$ cat config.mk
export PLATFORM = sky130hd
export DESIGN_NAME = hvt_cfg
export DESIGN_NICKNAME = d
export VERILOG_FILES = /design/src/rtl/hvt_pkg.sv /design/src/rtl/hvt_cfg.sv
export SDC_FILE = /design/constraint.sdc
export NUM_CORES = 1
export LEC_CHECK = 0
export ABC_CLOCK_PERIOD_IN_PS = 900
export BUFFER_PORTS_ARGS = -buffer_cell sky130_fd_sc_hd__buf_2
export CAP_MARGIN = 30
export CELL_PAD_IN_SITES_DETAIL_PLACEMENT = 1
export CELL_PAD_IN_SITES_GLOBAL_PLACEMENT = 2
export CORE_MARGIN = 4
export CORE_UTILIZATION = 36
export DETAILED_ROUTE_END_ITERATION = 7
export GPL_TIMING_DRIVEN = 0
export MAX_ROUTING_LAYER = met4
export PLACE_DENSITY_LB_ADDON = 0.1
export REMOVE_ABC_BUFFERS = 1
export SYNTH_ARGS = -nofsm -noshare
export SYNTH_HDL_FRONTEND = slang
export SYNTH_SLANG_ARGS = --single-unit
$ cat constraint.sdc
create_clock -name clk_i -period 0.9 [get_ports clk_i]
set_input_delay 0.045 -clock clk_i [delete_from_list [all_inputs] [get_ports clk_i]]
set_output_delay 0.045 -clock clk_i [all_outputs]
set_load 0.03 [all_outputs]
$ cat src/rtl/hvt_pkg.sv
// shared types and constants for the homogeneous vector transform
`default_nettype none

package hvt_pkg;

  // data and coefficient format
  localparam int unsigned DATA_W            = 32;
  localparam int unsigned PROD_W            = 2 * DATA_W;
  localparam int unsigned PAIR_W            = PROD_W + 1;
  localparam int unsigned SUM_W             = PROD_W + 2;
  localparam int unsigned FRAC_BITS_DEFAULT = 16;

  // matrix geometry
  localparam int unsigned NUM_ROWS = 3;
  localparam int unsigned NUM_COLS = 4;
  localparam int unsigned NUM_REGS = 6;

  // configuration port
  localparam int unsigned CFG_IDX_W  = 3;
  localparam int unsigned CFG_DATA_W = 64;

  // saturation limits
  localparam logic [DATA_W-1:0] SAT_MAX = {1'b0, {(DATA_W-1){1'b1}}};
  localparam logic [DATA_W-1:0] SAT_MIN = {1'b1, {(DATA_W-1){1'b0}}};

  // register reset values give the identity in Q16.16
  localparam logic [CFG_DATA_W-1:0] RST_R0_C01 = 64'h0000_0000_0001_0000;
  localparam logic [CFG_DATA_W-1:0] RST_R0_C23 = 64'h0000_0000_0000_0000;
  localparam logic [CFG_DATA_W-1:0] RST_R1_C01 = 64'h0001_0000_0000_0000;
  localparam logic [CFG_DATA_W-1:0] RST_R1_C23 = 64'h0000_0000_0000_0000;
  localparam logic [CFG_DATA_W-1:0] RST_R2_C01 = 64'h0000_0000_0000_0000;
  localparam logic [CFG_DATA_W-1:0] RST_R2_C23 = 64'h0000_0000_0001_0000;

  typedef enum logic [CFG_IDX_W-1:0] {
    CFG_R0_C01 = 3'd0,
    CFG_R0_C23 = 3'd1,
    CFG_R1_C01 = 3'd2,
    CFG_R1_C23 = 3'd3,
    CFG_R2_C01 = 3'd4,
    CFG_R2_C23 = 3'd5
  } cfg_reg_e;

  // four coefficients of one matrix row, column 0 in the low slot
  typedef logic [NUM_COLS-1:0][DATA_W-1:0] row_coef_t;

  // per-stage load enables, shared by all row datapaths
  typedef struct packed {
    logic ld_mul;
    logic ld_pair;
    logic ld_sum;
    logic ld_out;
  } pipe_ctrl_t;

endpackage

`default_nettype wire

$ cat src/rtl/hvt_cfg.sv
// coefficient register file, six 64-bit registers unpacked into matrix rows
`default_nettype none

module hvt_cfg (
  input  wire logic                              clk_i,
  input  wire logic                              rst_ni,
  input  wire logic                              cfg_valid_i,
  input  wire logic [hvt_pkg::CFG_IDX_W-1:0]     cfg_index_i,
  input  wire logic [hvt_pkg::CFG_DATA_W-1:0]    cfg_data_i,
  output hvt_pkg::row_coef_t                     coef_o [hvt_pkg::NUM_ROWS]
);

  logic [hvt_pkg::CFG_DATA_W-1:0] regs_q [hvt_pkg::NUM_REGS];

  always_ff @(posedge clk_i or negedge rst_ni) begin
    if (!rst_ni) begin
      regs_q[0] <= hvt_pkg::RST_R0_C01;
      regs_q[1] <= hvt_pkg::RST_R0_C23;
      regs_q[2] <= hvt_pkg::RST_R1_C01;
      regs_q[3] <= hvt_pkg::RST_R1_C23;
      regs_q[4] <= hvt_pkg::RST_R2_C01;
      regs_q[5] <= hvt_pkg::RST_R2_C23;
    end else if (cfg_valid_i) begin
      case (cfg_index_i)
        hvt_pkg::CFG_R0_C01: regs_q[0] <= cfg_data_i;
        hvt_pkg::CFG_R0_C23: regs_q[1] <= cfg_data_i;
        hvt_pkg::CFG_R1_C01: regs_q[2] <= cfg_data_i;
        hvt_pkg::CFG_R1_C23: regs_q[3] <= cfg_data_i;
        hvt_pkg::CFG_R2_C01: regs_q[4] <= cfg_data_i;
        hvt_pkg::CFG_R2_C23: regs_q[5] <= cfg_data_i;
        default: ; // unknown index, write dropped
      endcase
    end
  end

  // low half is the even column, high half the odd column
  always_comb begin
    for (int r = 0; r < hvt_pkg::NUM_ROWS; r++) begin
      coef_o[r][0] = regs_q[2*r][hvt_pkg::DATA_W-1:0];
      coef_o[r][1] = regs_q[2*r][hvt_pkg::CFG_DATA_W-1:hvt_pkg::DATA_W];
      coef_o[r][2] = regs_q[2*r+1][hvt_pkg::DATA_W-1:0];
      coef_o[r][3] = regs_q[2*r+1][hvt_pkg::CFG_DATA_W-1:hvt_pkg::DATA_W];
    end
  end

endmodule

`default_nettype wire

After elaboration in Yosys (flattened, before gate mapping)
Cells that the tools add are included.
{"block": "word_totals", "register_bits": 384, "in_bits": 70, "output_inout_bits": 384}
{"block": "classes", "n_eq_ne": 5, "n_reduce_logical": 7}
{"operator": "AND reduction 2 bit", "n": 6}
{"operator": "== test 3 x 2 -> 1 bit, second input constant", "n": 2}
{"operator": "== test 3 bit, second input constant", "n": 2}
{"operator": "== test 3 x 1 -> 1 bit, second input constant", "n": 1}
{"operator": "logical NOT 3 bit", "n": 1}

Longest topological paths before layout
{"block": "depth", "ltp_word": 2, "depth_mapped": 4}

Least setup slack after synthesis
No wires, ideal clock.
{"block": "synth_timing", "path_kind": "input to register", "start": "input cfg_index_i[1] in the netlist's numbering", "end": "register regs_q, in the netlist coef_o[256]", "path_slack_ns": -0.190, "required_ns": 0.773, "t_arrival_ns": 0.962, "n_path_buf": 2, "setup_ns": 0.127, "cell_stages": 4, "cell_sequence": "nor4b_2 -> buf_4 -> buf_6 -> mux2_1"}
{"block": "synth_via", "elab_chain_len": 2}
{"item": "start: declaration", "line": "hvt_cfg.sv:8", "rtl": "input wire logic [hvt_pkg::CFG_IDX_W-1:0] cfg_index_i,"}
{"item": "logical NOT 3 bit", "line": "hvt_cfg.sv:24", "rtl": "case (cfg_index_i)"}
{"item": "AND reduction 2 bit (no source line)"}
{"item": "end: declaration", "line": "hvt_cfg.sv:13", "rtl": "logic [hvt_pkg::CFG_DATA_W-1:0] regs_q [hvt_pkg::NUM_REGS];"}
No other way between the ends.
A chain may end at the register's enable or synchronous reset.

Worst setup path in the final report
{"block": "layout_timing", "start": "register regs_q, in the netlist coef_o[272]", "end": "output coef_o[272] in the netlist's numbering"}
{"item": "end: declaration", "line": "hvt_cfg.sv:10", "rtl": "output hvt_pkg::row_coef_t coef_o [hvt_pkg::NUM_ROWS]"}
No word-level cell between the ends.

==> results summary <==
The run finished, with violations left. The final reports fail on hold timing, setup timing. Averaged over all synthesized cells, the footprint is 18.56 um^2.

The worst path buffer plus inverter count is 1. The net count of the finished layout is 1614. The worst slack at placement is -1.287 ns. The average wire per standard cell is 25.69 um. The final critical path time including I/O delays and setup is 1.276 ns. The biggest cell delay along the critical path came out at 0.54 ns. In this run, CTS created clock tree buffers numbering 44.

The required time reported for the critical path endpoint came out at 0.85 ns. After synthesis, flip-flops and latches occupy 63.46% of the total area. The die covers 45420 um^2. The type of the most critical hold path is in2async.

The number of rows in the core area is 74. Traced cell by cell, the critical path runs through buf_6. The DRC violation count after routing is 0. The remaining global-route overflow is 0. The initial antenna violation count came out at 1. The normalized max-slew margin is 57.52%. TritonCTS built the clock tree.

For this run, the detailed router's first-pass iteration total came to 4. The region available for standard cell placement spans 41200 um^2. The detailed-route via count is 10010. In this run the vertical extent of the chip is 213.1 um. The total count of hold-check failures in the final report is 166. The worst setup path is captured at an output pin.

The number of global-route vias before repair is 11220. The part of the cycle the worst path needs came out at 141.8%. The largest fanout on the critical path is 2.

The register with the most flip-flops in the layout has 384 of them. The depth of the CTS H-tree came out at 2. The number of setup violations in the final report is 442. The count of buffers from port buffering is 453.

The sum of net half-perimeters after detailed placement came out at 31.70 mm. The leakage power came out at 11.81 nW. The clock arrives with 0 ns of skew. The sink count of the clock tree is 384. The tree is rooted in a sky130_fd_sc_hd__clkbuf_16. The share of layout cells above drive strength 1 came out at 60.05%. The peak supply drop came out at 0.001717 V. The number of top-level pins is 454.

The number of distinct library cells after synthesis is 12. The die extent in x came out at 213.1 um. The overall routed net length is 54.21 mm. The wire length of the first global-routing pass came out at 75.02 mm. The count of state elements after synthesis is 384.

Relative to the synthesized area, the layout overhead comes to 63.89%. The arrival time of data at the critical path endpoint came out at 1.23 ns. For this configuration, the core starts out at a cell density of 36.76%. The DRC violation total after the first TritonRoute iteration came out at 426.

The total track usage is 22.68%. The slowest stage of the critical path belongs to the cell sky130_fd_sc_hd__dfstp_2. The maximum frequency from static timing analysis came out at 783.8 MHz. The count of hold buffers inserted by post-cts repair came out at 64.

The cell count after synthesis came out at 816. The final number of max-transition violations came out at 0. The number of violations of the max-capacitance limit is 0. Setup slack on the critical path of the routed design comes to -0.3758 ns. For this run, the number of Yosys warnings is 0. The maximum number of pins on one net before global-route repair is 119. The logic depth of the worst setup path including buffers is 1. The worst reg2reg path depth came out at 3. The top cell family by delay on the critical path is flip-flops. Using the TritonRoute via totals, the vias-per-cell ratio works out to 4.742.

The post-synth design cell area is 15150 um^2. The total power of the final layout came out at 68.61 mW. The worst hold slack came out at -0.5779 ns.

The power density over the cells came out at 2764 nW/um^2. The clock insertion delay at the later pin of the skew report came out at 0.56 ns. The post-CTS clock slew at the launch and capture registers of the worst setup and hold paths came out at 0.06 ns.

The global placement routability congestion came out at 0.7350. Setup repair after global routing could not meet its margin everywhere. The startpoint kind of the worst setup timing path is a flop. The category of the critical setup timing path is reg2out. The number of buffers between clock root and the deepest sink is 3.

The number of routed nets with antenna violations came out at 0. For the pin with the worst max-slew slack, the measured transition is 0.6371 ns.
-- cell usage after synthesis --
| cell type | instances | area [um^2] |
|---|---|---|
| sky130_fd_sc_hd__buf_6 | 21 | 236.5 |
| sky130_fd_sc_hd__mux2_2 | 8 | 90.09 |
| sky130_fd_sc_hd__dfrtp_1 | 381 | 9534 |
| sky130_fd_sc_hd__nand4b_1 | 2 | 17.52 |
| sky130_fd_sc_hd__mux2_1 | 196 | 2207 |
| sky130_fd_sc_hd__nor4b_2 | 1 | 15.01 |
| sky130_fd_sc_hd__buf_12 | 6 | 120.1 |
| sky130_fd_sc_hd__dfstp_2 | 3 | 78.83 |
| sky130_fd_sc_hd__and4bb_1 | 3 | 37.54 |
| sky130_fd_sc_hd__buf_2 | 2 | 10.01 |
| sky130_fd_sc_hd__mux2_4 | 180 | 2703 |
| sky130_fd_sc_hd__buf_4 | 13 | 97.59 |
-- final cells by class --
| class | count | area [um^2] |
|---|---|---|
| flip-flops and latches | 384 | 9613 |
| diodes | 1 | 2.502 |
| fillers | 3683 | 16380 |
| multi-input cells | 391 | 5204 |
| well taps | 532 | 665.6 |
| clock inverters | 9 | 70.07 |
| repair buffers | 723 | 7930 |
| clock buffers | 70 | 1340 |
-- layer usage --
layer	vias to the layer above	track usage, %	wire, um
li1	4346	-	-
met1	5262	27.49	21830
met2	322	35.96	26760
met3	75	7.993	4244
met4	0	6.797	1370
met5	-	-	0
-- cell usage in the layout (no fill, tap or decap), types with 3 or more instances in the layout --
master / synthesis / final
sky130_fd_sc_hd__and4bb_4: 0 / 4
sky130_fd_sc_hd__buf_12: 6 / 8
sky130_fd_sc_hd__buf_16: 0 / 17
sky130_fd_sc_hd__buf_2: 2 / 64
sky130_fd_sc_hd__buf_4: 13 / 63
sky130_fd_sc_hd__buf_6: 21 / 490
sky130_fd_sc_hd__buf_8: 0 / 8
sky130_fd_sc_hd__bufbuf_16: 0 / 3
sky130_fd_sc_hd__clkbuf_1: 0 / 13
sky130_fd_sc_hd__clkbuf_16: 0 / 50
sky130_fd_sc_hd__clkbuf_8: 0 / 12
sky130_fd_sc_hd__clkinv_2: 0 / 8
sky130_fd_sc_hd__dfrtp_1: 381 / 381
sky130_fd_sc_hd__dfstp_2: 3 / 3
sky130_fd_sc_hd__dlygate4sd3_1: 0 / 64
sky130_fd_sc_hd__mux2_1: 196 / 170
sky130_fd_sc_hd__mux2_2: 8 / 8
sky130_fd_sc_hd__mux2_4: 180 / 206
-- timing repair --
| item | in CTS | in global routing |
|---|---|---|
| pin swaps | 4 | 2 |
| gates cloned | 7 | 5 |
| endpoints found under the hold margin | 522 | 116 |
| setup endpoints to repair | 866 | 700 |
| setup buffers | 119 | 101 |
| gates resized for setup | 785 | 140 |
-- final timing paths --
check,startpoint,endpoint,slack [ns]
max,coef_o[272],coef_o[272],-0.38
min reg2reg,coef_o[266],coef_o[266],0.51
min,rst_ni,coef_o[141],-0.58
max in group asynchronous,rst_ni,coef_o[166],0.13
min in group clk_i,cfg_index_i[2],coef_o[75],0.16
max reg2reg,coef_o[11],coef_o[11],-0.14
-- cell families after synthesis --
group,after synthesis,share of synthesized area (%)
multiplexers,384,33.01
AND/OR/NAND/NOR,6,0.4626
buffers and inverters,42,3.065
flip-flops,384,63.46
-- where the power goes --
part	leakage (nW)	internal [mW]	switching (mW)
combinational	6.50	13.4	13.3
clock	0.702	10.4	7.13
sequential	4.60	21.1	3.17
total	11.8	45.0	23.6
-- through the flow --
step                      cell area (um^2)  instances  util [%]  TNS (ns)
after floorplan                      14680        774         -   -910.28
after global placement               17620       1759     42.75  -5024.43
after detailed placement             18180       1787     44.12   -484.94
after CTS                            23800       2054     57.76   -106.41
after global routing                 24830       2110     60.25   -114.25
final                                24830       2110     60.25    -94.39
Note: power is estimated with default switching activity, not from simulation.
